File: src/hw/rtl/cldr_pkg.sv
`default_nettype none

package cldr_pkg;

    localparam int NUM_DIGITS = 12;
    localparam int C_DIGITS   = 14;

    // item modes
    localparam logic [2:0] MODE_READ   = 3'd0;
    localparam logic [2:0] MODE_WRITE  = 3'd1;
    localparam logic [2:0] MODE_ANNUN  = 3'd2;
    localparam logic [2:0] MODE_OFF    = 3'd3;
    localparam logic [2:0] MODE_TOGGLE = 3'd4;
    localparam logic [2:0] MODE_RENDER = 3'd5;

    // read of this group returns the annunciator word
    localparam logic [3:0] GRP_ANNUN = 4'd5;

    localparam logic [6:0] ASC_SPACE  = 7'h20;
    localparam logic [6:0] ASC_PERIOD = 7'h2e;
    localparam logic [6:0] ASC_COLON  = 7'h3a;
    localparam logic [6:0] ASC_COMMA  = 7'h2c;

    typedef struct packed {
        logic [2:0]  mode;
        logic [3:0]  group_select;
        logic [55:0] cpu_c_in;
        logic [3:0]  position;
    } t_in_item;

    typedef struct packed {
        logic [55:0] cpu_c_out;
        logic        c_written;
        logic        display_on;
        logic [6:0]  char_code;
        logic [6:0]  punct_code;
    } t_out_item;

    // sel bit 0: A, bit 1: B, bit 2: C
    typedef struct packed {
        logic [2:0] sel;
        logic [3:0] cnt;
        logic       left;
    } t_xfer;

    typedef struct packed {
        logic       shift;
        logic       up;      // contents move toward the high position
        logic       load;    // store data at the entry end after the move
        logic [3:0] data;
    } t_lane_ctl;

    typedef struct packed {
        logic       en;
        logic       rd;
        logic [2:0] sel;
        logic [3:0] dig_a;
        logic [3:0] dig_b;
        logic       dig_c;
    } t_merge_step;

    function automatic t_xfer f_mk(input logic [2:0] sel, input logic [3:0] cnt,
                                   input logic left);
        t_xfer x;
        x.sel  = sel;
        x.cnt  = cnt;
        x.left = left;
        return x;
    endfunction

    function automatic t_xfer f_rd_xfer(input logic [3:0] n);
        t_xfer x;
        case (n)
            4'd0:    x = f_mk(3'd1, 4'd12, 1'b1);
            4'd1:    x = f_mk(3'd2, 4'd12, 1'b1);
            4'd2:    x = f_mk(3'd4, 4'd12, 1'b1);
            4'd3:    x = f_mk(3'd3, 4'd6,  1'b1);
            4'd4:    x = f_mk(3'd7, 4'd4,  1'b1);
            4'd5:    x = f_mk(3'd0, 4'd0,  1'b1);
            4'd6:    x = f_mk(3'd4, 4'd1,  1'b1);
            4'd7:    x = f_mk(3'd1, 4'd1,  1'b0);
            4'd8:    x = f_mk(3'd2, 4'd1,  1'b0);
            4'd9:    x = f_mk(3'd4, 4'd1,  1'b0);
            4'd10:   x = f_mk(3'd1, 4'd1,  1'b1);
            4'd11:   x = f_mk(3'd2, 4'd1,  1'b1);
            4'd12:   x = f_mk(3'd3, 4'd1,  1'b0);
            4'd13:   x = f_mk(3'd3, 4'd1,  1'b1);
            4'd14:   x = f_mk(3'd7, 4'd1,  1'b0);
            default: x = f_mk(3'd7, 4'd1,  1'b1);
        endcase
        return x;
    endfunction

    function automatic t_xfer f_wr_xfer(input logic [3:0] n);
        t_xfer x;
        case (n)
            4'd0:    x = f_mk(3'd1, 4'd12, 1'b1);
            4'd1:    x = f_mk(3'd2, 4'd12, 1'b1);
            4'd2:    x = f_mk(3'd4, 4'd12, 1'b1);
            4'd3:    x = f_mk(3'd3, 4'd6,  1'b1);
            4'd4:    x = f_mk(3'd7, 4'd4,  1'b1);
            4'd5:    x = f_mk(3'd3, 4'd6,  1'b0);
            4'd6:    x = f_mk(3'd7, 4'd4,  1'b0);
            4'd7:    x = f_mk(3'd1, 4'd1,  1'b1);
            4'd8:    x = f_mk(3'd2, 4'd1,  1'b1);
            4'd9:    x = f_mk(3'd4, 4'd1,  1'b1);
            4'd10:   x = f_mk(3'd1, 4'd1,  1'b0);
            4'd11:   x = f_mk(3'd2, 4'd1,  1'b0);
            4'd12:   x = f_mk(3'd4, 4'd1,  1'b0);
            4'd13:   x = f_mk(3'd3, 4'd1,  1'b0);
            4'd14:   x = f_mk(3'd7, 4'd1,  1'b1);
            default: x = f_mk(3'd7, 4'd1,  1'b0);
        endcase
        return x;
    endfunction

    function automatic logic [3:0] f_get_dig(input logic [55:0] w, input logic [3:0] idx);
        logic [3:0] d;
        d = 4'd0;
        for (int k = 0; k < C_DIGITS; k++) begin
            if (idx == 4'(k)) d = w[4*k +: 4];
        end
        return d;
    endfunction

    function automatic logic [55:0] f_set_dig(input logic [55:0] w, input logic [3:0] idx,
                                              input logic [3:0] v);
        logic [55:0] r;
        r = w;
        for (int k = 0; k < C_DIGITS; k++) begin
            if (idx == 4'(k)) r[4*k +: 4] = v;
        end
        return r;
    endfunction

    // glyph base per row; rows 5..7 are blank
    function automatic logic [6:0] f_glyph(input logic [2:0] row, input logic [3:0] a);
        logic [6:0] g;
        case (row)
            3'd0:    g = 7'h40 + {3'd0, a};
            3'd1:    g = 7'h50 + {3'd0, a};
            3'd2:    g = 7'h20 + {3'd0, a};
            3'd3:    g = 7'h30 + {3'd0, a};
            3'd4:    g = 7'h60 + {3'd0, a};
            default: g = ASC_SPACE;
        endcase
        return g;
    endfunction

    function automatic logic [6:0] f_punct(input logic [1:0] p);
        logic [6:0] c;
        case (p)
            2'd0:    c = ASC_SPACE;
            2'd1:    c = ASC_PERIOD;
            2'd2:    c = ASC_COLON;
            default: c = ASC_COMMA;
        endcase
        return c;
    endfunction

endpackage

`default_nettype wire

File: src/hw/rtl/cldr_lane.sv
`default_nettype none

// One rotating digit register; one position move per cycle while shift is set.
module cldr_lane #(
    parameter int W = 4
) (
    input  wire                     i_clk,
    input  wire                     i_rst_n,
    input  cldr_pkg::t_lane_ctl     i_ctl,
    input  wire [3:0]               i_pos,
    output logic [W-1:0]            o_head_hi,
    output logic [W-1:0]            o_head_lo,
    output logic [W-1:0]            o_tap
);
    import cldr_pkg::*;

    logic [W-1:0] r_dig [NUM_DIGITS];
    logic [W-1:0] n_dig [NUM_DIGITS];

    always_comb begin
        for (int i = 0; i < NUM_DIGITS; i++) n_dig[i] = r_dig[i];
        if (i_ctl.shift) begin
            if (i_ctl.up) begin
                n_dig[0] = r_dig[NUM_DIGITS-1];
                for (int i = 1; i < NUM_DIGITS; i++) n_dig[i] = r_dig[i-1];
                if (i_ctl.load) n_dig[0] = i_ctl.data[W-1:0];
            end else begin
                n_dig[NUM_DIGITS-1] = r_dig[0];
                for (int i = 0; i < NUM_DIGITS - 1; i++) n_dig[i] = r_dig[i+1];
                if (i_ctl.load) n_dig[NUM_DIGITS-1] = i_ctl.data[W-1:0];
            end
        end
    end

    always_ff @(posedge i_clk) begin
        if (!i_rst_n) begin
            for (int i = 0; i < NUM_DIGITS; i++) r_dig[i] <= '0;
        end else begin
            for (int i = 0; i < NUM_DIGITS; i++) r_dig[i] <= n_dig[i];
        end
    end

    assign o_head_hi = r_dig[NUM_DIGITS-1];
    assign o_head_lo = r_dig[0];
    assign o_tap     = (i_pos < 4'(NUM_DIGITS)) ? r_dig[i_pos] : '0;

endmodule

`default_nettype wire

File: src/hw/rtl/cldr_merge.sv
`default_nettype none

// Packs lane digits into the C word (read) or hands C digits to the lanes (write).
module cldr_merge (
    input  wire                     i_clk,
    input  wire                     i_load,
    input  wire [55:0]              i_word,
    input  cldr_pkg::t_merge_step   i_step,
    output logic [55:0]             o_word,
    output logic [3:0]              o_wr_a,
    output logic [3:0]              o_wr_b,
    output logic [3:0]              o_wr_c
);
    import cldr_pkg::*;

    logic [55:0] r_word, n_word;
    logic [3:0]  r_base, n_base;
    logic [3:0]  idx_a, idx_b, idx_c;
    logic [1:0]  pop;

    // A first, then B, then C within one step
    assign idx_a = r_base;
    assign idx_b = r_base + {3'd0, i_step.sel[0]};
    assign idx_c = r_base + {3'd0, i_step.sel[0]} + {3'd0, i_step.sel[1]};
    assign pop   = {1'b0, i_step.sel[0]} + {1'b0, i_step.sel[1]} + {1'b0, i_step.sel[2]};

    always_comb begin
        n_word = r_word;
        n_base = r_base;
        if (i_load) begin
            n_word = i_word;
            n_base = 4'd0;
        end else if (i_step.en) begin
            n_base = r_base + {2'd0, pop};
            if (i_step.rd) begin
                if (i_step.sel[0]) n_word = f_set_dig(n_word, idx_a, i_step.dig_a);
                if (i_step.sel[1]) n_word = f_set_dig(n_word, idx_b, i_step.dig_b);
                if (i_step.sel[2]) n_word = f_set_dig(n_word, idx_c, {3'd0, i_step.dig_c});
            end
        end
    end

    always_ff @(posedge i_clk) begin
        r_word <= n_word;
        r_base <= n_base;
    end

    assign o_word = r_word;
    assign o_wr_a = f_get_dig(r_word, idx_a);
    assign o_wr_b = f_get_dig(r_word, idx_b);
    assign o_wr_c = f_get_dig(r_word, idx_c);

endmodule

`default_nettype wire

File: src/hw/rtl/calculator_lcd_digit_registers.sv
`default_nettype none

// Channel   Direction  Handshake                 Payload
// input     in         i_in_valid / o_in_stall   i_in_data  (t_in_item)
// output    out        o_out_valid / i_out_stall o_out_data (t_out_item)
//
// One item at a time. A group read/write is accepted, then makes one digit step per
// cycle (1..12 steps, all selected lanes move together), then finishes; other modes
// go from accept straight to finish. The group table sets the step count.
// Reset (synchronous, i_rst_n low) clears all digit lanes, annunciators and
// the display flag. A result held by i_out_stall stays put; a new item is
// still taken meanwhile and waits in the finish state for the output slot.
module calculator_lcd_digit_registers (
    input  wire                   i_clk,
    input  wire                   i_rst_n,
    input  wire                   i_in_valid,
    output logic                  o_in_stall,
    input  cldr_pkg::t_in_item    i_in_data,
    output logic                  o_out_valid,
    input  wire                   i_out_stall,
    output cldr_pkg::t_out_item   o_out_data
);
    import cldr_pkg::*;

    localparam logic [1:0] S_IDLE = 2'd0;
    localparam logic [1:0] S_RUN  = 2'd1;
    localparam logic [1:0] S_FIN  = 2'd2;

    logic [1:0]  r_state, n_state;
    logic [2:0]  r_mode;
    logic [3:0]  r_n;
    logic [3:0]  r_pos;
    logic [2:0]  r_sel;
    logic        r_left;
    logic        r_rd;
    logic [3:0]  r_cnt, n_cnt;
    logic [11:0] r_annun, n_annun;
    logic        r_enabled, n_enabled;
    logic        r_out_valid, n_out_valid;
    t_out_item   r_out, n_out;

    logic        in_xfer;     // input transfer this cycle
    logic        out_free;    // output slot can take a result this cycle
    t_xfer       xf;
    logic        is_group;

    t_lane_ctl   ctl_a, ctl_b, ctl_c;
    t_merge_step step;
    logic [55:0] word;
    logic [3:0]  wr_a, wr_b, wr_c;
    logic [3:0]  hi_a, lo_a, tap_a, hi_b, lo_b, tap_b;
    logic        hi_c, lo_c, tap_c;
    logic        lane_up;

    assign o_in_stall = (r_state != S_IDLE);
    assign in_xfer    = i_in_valid && (r_state == S_IDLE);
    assign out_free   = !r_out_valid || !i_out_stall;

    assign xf = (i_in_data.mode == MODE_READ) ? f_rd_xfer(i_in_data.group_select)
                                              : f_wr_xfer(i_in_data.group_select);
    assign is_group = (i_in_data.mode == MODE_WRITE) ||
                      ((i_in_data.mode == MODE_READ) && (i_in_data.group_select != GRP_ANNUN));

    // reads rotate toward the read end, writes away from the write end
    assign lane_up = r_rd ? r_left : !r_left;

    always_comb begin
        ctl_a.shift = (r_state == S_RUN) && r_sel[0];
        ctl_b.shift = (r_state == S_RUN) && r_sel[1];
        ctl_c.shift = (r_state == S_RUN) && r_sel[2];
        ctl_a.up = lane_up;
        ctl_b.up = lane_up;
        ctl_c.up = lane_up;
        ctl_a.load = !r_rd;
        ctl_b.load = !r_rd;
        ctl_c.load = !r_rd;
        ctl_a.data = wr_a;
        ctl_b.data = wr_b;
        ctl_c.data = wr_c;
        step.en    = (r_state == S_RUN);
        step.rd    = r_rd;
        step.sel   = r_sel;
        step.dig_a = r_left ? hi_a : lo_a;
        step.dig_b = r_left ? hi_b : lo_b;
        step.dig_c = r_left ? hi_c : lo_c;
    end

    cldr_lane #(.W(4)) u_lane_a (
        .i_clk(i_clk), .i_rst_n(i_rst_n), .i_ctl(ctl_a), .i_pos(r_pos),
        .o_head_hi(hi_a), .o_head_lo(lo_a), .o_tap(tap_a)
    );

    cldr_lane #(.W(4)) u_lane_b (
        .i_clk(i_clk), .i_rst_n(i_rst_n), .i_ctl(ctl_b), .i_pos(r_pos),
        .o_head_hi(hi_b), .o_head_lo(lo_b), .o_tap(tap_b)
    );

    cldr_lane #(.W(1)) u_lane_c (
        .i_clk(i_clk), .i_rst_n(i_rst_n), .i_ctl(ctl_c), .i_pos(r_pos),
        .o_head_hi(hi_c), .o_head_lo(lo_c), .o_tap(tap_c)
    );

    cldr_merge u_merge (
        .i_clk(i_clk), .i_load(in_xfer), .i_word(i_in_data.cpu_c_in), .i_step(step),
        .o_word(word), .o_wr_a(wr_a), .o_wr_b(wr_b), .o_wr_c(wr_c)
    );

    // sequencer and result assembly
    always_comb begin
        n_state     = r_state;
        n_cnt       = r_cnt;
        n_annun     = r_annun;
        n_enabled   = r_enabled;
        n_out_valid = r_out_valid && i_out_stall;
        n_out       = r_out;
        case (r_state)
            S_IDLE: begin
                if (in_xfer) begin
                    n_cnt   = xf.cnt;
                    n_state = is_group ? S_RUN : S_FIN;
                end
            end
            S_RUN: begin
                n_cnt = r_cnt - 4'd1;
                if (r_cnt == 4'd1) n_state = S_FIN;
            end
            S_FIN: begin
                if (out_free) begin
                    n_state = S_IDLE;
                    if (r_mode == MODE_OFF)    n_enabled = 1'b0;
                    if (r_mode == MODE_TOGGLE) n_enabled = !r_enabled;
                    if (r_mode == MODE_ANNUN)  n_annun   = word[11:0];
                    n_out.cpu_c_out  = word;
                    if ((r_mode == MODE_READ) && (r_n == GRP_ANNUN))
                        n_out.cpu_c_out[11:0] = r_annun;
                    n_out.c_written  = (r_mode == MODE_READ);
                    n_out.display_on = n_enabled;
                    n_out.char_code  = 7'd0;
                    n_out.punct_code = 7'd0;
                    if (r_mode == MODE_RENDER) begin
                        n_out.char_code  = ASC_SPACE;
                        n_out.punct_code = ASC_SPACE;
                        if (r_enabled && (r_pos < 4'(NUM_DIGITS))) begin
                            n_out.char_code  = f_glyph({tap_c, tap_b[1:0]}, tap_a);
                            n_out.punct_code = f_punct(tap_b[3:2]);
                        end
                    end
                    n_out_valid = 1'b1;
                end
            end
            default: n_state = S_IDLE;
        endcase
    end

    always_ff @(posedge i_clk) begin
        if (!i_rst_n) begin
            r_state     <= S_IDLE;
            r_cnt       <= 4'd0;
            r_annun     <= 12'd0;
            r_enabled   <= 1'b0;
            r_out_valid <= 1'b0;
        end else begin
            r_state     <= n_state;
            r_cnt       <= n_cnt;
            r_annun     <= n_annun;
            r_enabled   <= n_enabled;
            r_out_valid <= n_out_valid;
        end
    end

    always_ff @(posedge i_clk) begin
        r_out <= n_out;
        if (in_xfer) begin
            r_mode <= i_in_data.mode;
            r_n    <= i_in_data.group_select;
            r_pos  <= i_in_data.position;
            r_sel  <= is_group ? xf.sel : 3'd0;
            r_left <= xf.left;
            r_rd   <= (i_in_data.mode == MODE_READ);
        end
    end

    assign o_out_valid = r_out_valid;
    assign o_out_data  = r_out;

endmodule

`default_nettype wire

File: config.mk
export PLATFORM = sky130hd
export DESIGN_NAME = calculator_lcd_digit_registers
export DESIGN_NICKNAME = d
export VERILOG_FILES = /design/src/hw/rtl/cldr_pkg.sv /design/src/hw/rtl/cldr_lane.sv /design/src/hw/rtl/cldr_merge.sv /design/src/hw/rtl/calculator_lcd_digit_registers.sv
export SDC_FILE = /design/constraint.sdc
export NUM_CORES = 1
export LEC_CHECK = 0
export BUFFER_PORTS_ARGS = -buffer_cell sky130_fd_sc_hd__buf_4
export CORE_UTILIZATION = 60
export DETAILED_ROUTE_END_ITERATION = 12
export GPL_ROUTABILITY_DRIVEN = 0
export GPL_TIMING_DRIVEN = 0
export PLACE_DENSITY = 0.8
export SYNTH_ARGS = -nofsm -noshare
export SYNTH_HDL_FRONTEND = slang
export SYNTH_HIERARCHICAL = 1
export SYNTH_SLANG_ARGS = --single-unit
File: constraint.sdc
create_clock -name i_clk -period 5.8 [get_ports i_clk]
set_input_delay 0.29 -clock i_clk [delete_from_list [all_inputs] [get_ports i_clk]]
set_output_delay 0.29 -clock i_clk [all_outputs]
set_load 0.03 [all_outputs]
==> flow_metrics.py <==
metrics = {
    "outcome": {
        "run_status": "finished with violations",
        "violations": "DRC",
    },
    "worst_setup_path": {
        "rrSetupSlack_ns": 1.31,
        "worstReg2RegEnd": "u_merge/o_word[29]$_DFFE_PP_",
        "critPathCaptureType": "flip-flop",
        "critical_path_fanout_max": 40,
        "critical-path-top-cell-by-count": "sky130_fd_sc_hd__clkbuf_1",
        "critical_path_arrival_ns": 4.73,
        "worst_setup_sp": "r_state[0]$_SDFFE_PN0P_",
        "timing.rr.start": "r_state[0]$_SDFFE_PN0P_",
        "worst_r2r_path_depth": 8,
        "worst_path_max_delay_cell": "sky130_fd_sc_hd__nor2_2",
        "cp.required_ns": 6.04,
        "crit_type": "flip-flop to flip-flop",
        "setup.worst_path.start_class": "flip-flop",
        "setup.worst_path.end": "u_merge/o_word[29]$_DFFE_PP_",
        "cp_cell_sequence": "clkbuf_1 > or2_2 > nor2_2 > clkbuf_1 > clkbuf_1 > buf_1 > a21o_2 > buf_12",
        "slowest_delay_ns": 0.78,
    },
    "logic_synthesis": {
        "synth-warning-count": 6,
        "post_synth_inst_count": 1644,
        "synth.cell_area_um2": 16170,
        "synth_area_per_cell_um2": 9.838,
    },
    "timing": {
        "worst_clock_skew_ns": 0.01129,
        "worst-slew-pin-transition_ns": 1.024,
        "final-hold-violation-count": 0,
        "setup_viol": 0,
        "slew_headroom_pct": 31.68,
        "maxSlewViolCount": 0,
        "max_freq_mhz": 222.7,
        "grt_setup_unrepaired": "false",
        "final_min_period_ns": 4.490,
        "post-route-period-util_pct": 77.42,
        "timing.setup.tns_ns": 0,
        "worst_hold_slack_ns": 0.01302,
    },
    "routing": {
        "residual_drc": 5,
        "avgViaCountPerCell": 6.733,
        "vias": 14770,
        "detail_route.first_pass.iterations": 11,
        "detailedRoute.firstIterationViolations": 1981,
        "ant_nets": 0,
        "drt-wirelength-per-cell_um": 22.82,
        "route.final.wire_length_um": 50070,
    },
    "global_routing": {
        "global_route.usage.total_pct": 35.25,
        "antenna_found_initial": 0,
        "global_route.overflow_total": 0,
        "global_route.usage.met1_pct": 46.84,
        "global_route.usage.met3_pct": 6.530,
        "grt.met2_usage_pct": 55.57,
        "grt_max_degree": 41,
        "grt-busiest-layer": "met2",
        "via_count_of_the_first_global_routing_pass": 13940,
        "first_pass_grt_wire_length_um": 76980,
    },
    "floorplan": {
        "rows": 59,
        "floorplan.die.width_um": 166.2,
        "fp.dieArea_um2": 27620,
        "io_pins": 145,
        "initial_core_util_pct": 61.54,
        "coreArea_um2": 26280,
        "die_h_um": 166.2,
    },
    "final_layout": {
        "fin_nets": 1927,
        "layout.cell_area.non_filler_um2": 18810,
        "multiInputGateArea_um2": 8419,
        "sequential_cell_area_in_the_final_layout_um2": 6997,
        "layout.cells.non_filler": 2194,
        "area_growth_syn_to_layout_pct": 16.30,
        "antenna_cells": 0,
        "drive_gt1_share_pct": 18.29,
        "filler_cell_count": 1954,
    },
    "clocking": {
        "tritoncts": "yes",
        "clk-insertion-delay-late_ns": 0.56,
        "max-clock-path-buffers": 3,
        "postCtsResizedCells": 0,
        "cts_htree_levels": 1,
        "tritoncts.num_buffers": 29,
        "postCtsSetupBuffers": 0,
        "clock_tree.root_cell": "sky130_fd_sc_hd__clkbuf_16",
        "clock-sinks": 274,
        "reg_clk_slew_reported_paths_ns": 0.07,
        "postCtsHoldBufs": 15,
    },
    "hold_path": {
        "holdCritPathClass": "primary input to flip-flop",
    },
    "run": {
        "cap_viol_max_count": 0,
    },
    "place": {
        "dpl-instance-area_um2": 17750,
        "port_buffers": 142,
        "place.detailed.instances": 2125,
        "place_hpwl_um": 35890,
    },
    "power_and_ir_drop": {
        "power_leakage_nw": 7.020,
        "max-vdd-ir-drop_mv": 0.2239,
        "pwr_density_cell_nw_per_um2": 271.4,
    },
}
==> layout by cell type, fill, tap and decap left out, drive strengths merged, types with 6 or more instances in the layout <==
cell and count:
o22ai 26, inv 36, a211oi 88, nor3 26
edfxtp 151, a211o 22, o21ai 78, buf 211
nand3b 8, dfxtp 123, nand2 151, nor2 195
a21oi 92, and2 10, nand3 27, clkbuf 112
ha 18, o31ai 52, nor2b 19, dlygate4sd3 15
a22oi 23, a221o 10, nand4 15, o211ai 15
nand2b 19, mux2 58, clkinv 9, mux2i 135
and3 6, mux4 30
==> registers in the layout, summed over array words and instances, names as in the netlist, 2 cells and up <==
signal	count
u_lane_a/r_dig	48
r_pos	4
o_out_data	70
r_sel	3
u_lane_c/r_dig	12
r_annun	12
r_state	2
u_lane_b/r_dig	48
r_mode	3
r_cnt	4
u_merge/idx_a	4
u_merge/o_word	56
r_n	4
==> final cells by class <==
cell class,count,area share (%)
buffer,131,3.346
tap,335,2.228
clock inverter,7,0.1929
inverter,38,0.7583
multi-input combinational,1202,44.76
timing repair buffer,160,6.865
sequential,274,37.20
clock buffer,47,4.650
==> worst min-delay path by stage <==
stage / depth (start not counted) / from / slack, ns / to
floorplan: 0 / i_in_data[64] / 0.39 / r_mode[0]$_DFFE_PP_
global placement: 0 / u_merge/o_word[49]$_DFFE_PP_ / 0.43 / o_out_data[65]$_DFFE_PP_
detailed placement: 0 / u_merge/o_word[50]$_DFFE_PP_ / 0.44 / o_out_data[66]$_DFFE_PP_
CTS: 3 / i_in_data[41] / 0.002 / u_merge/o_word[37]$_DFFE_PP_
global route: 3 / i_in_data[41] / 0.009 / u_merge/o_word[37]$_DFFE_PP_
finish: 3 / i_in_data[49] / 0.01 / u_merge/o_word[45]$_DFFE_PP_
==> critical path: cells and delay by family, from the launching register on <==
family / cells / cell delay [ns]
buf+inv: 5 / 2.10
flops: 1 / 0.31
compound gates: 1 / 0.56
simple gates: 2 / 1.13
==> per-layer routing <==
metal	share of wire, %	wire, um
met1	38	19130
met2	45	22620
met3	12	5806
met4	5.0	2519
met5	0	0
==> report_power, final <==
group / switching (W) / leakage (nW) / internal [W]
clock network: 0.000770 / 0.449 / 0.00102
logic: 0.000567 / 4.13 / 0.000399
registers: 0.000146 / 2.44 / 0.00220
total: 0.00148 / 7.02 / 0.00362
==> through the flow <==
step / utilization (%) / total power [W] / setup WS, ns
2_1_floorplan: - / 0.002961 / 1.450
3_3_place_gp: 67.21 / 0.003267 / -0.02896
3_5_place_dp: 67.53 / 0.003295 / 1.466
4_1_cts: 71.57 / 0.005078 / 1.458
5_1_grt: 71.57 / 0.005250 / 1.234
6_report: 71.57 / 0.005104 / 1.310
Note: power is estimated with default switching activity, not from simulation.
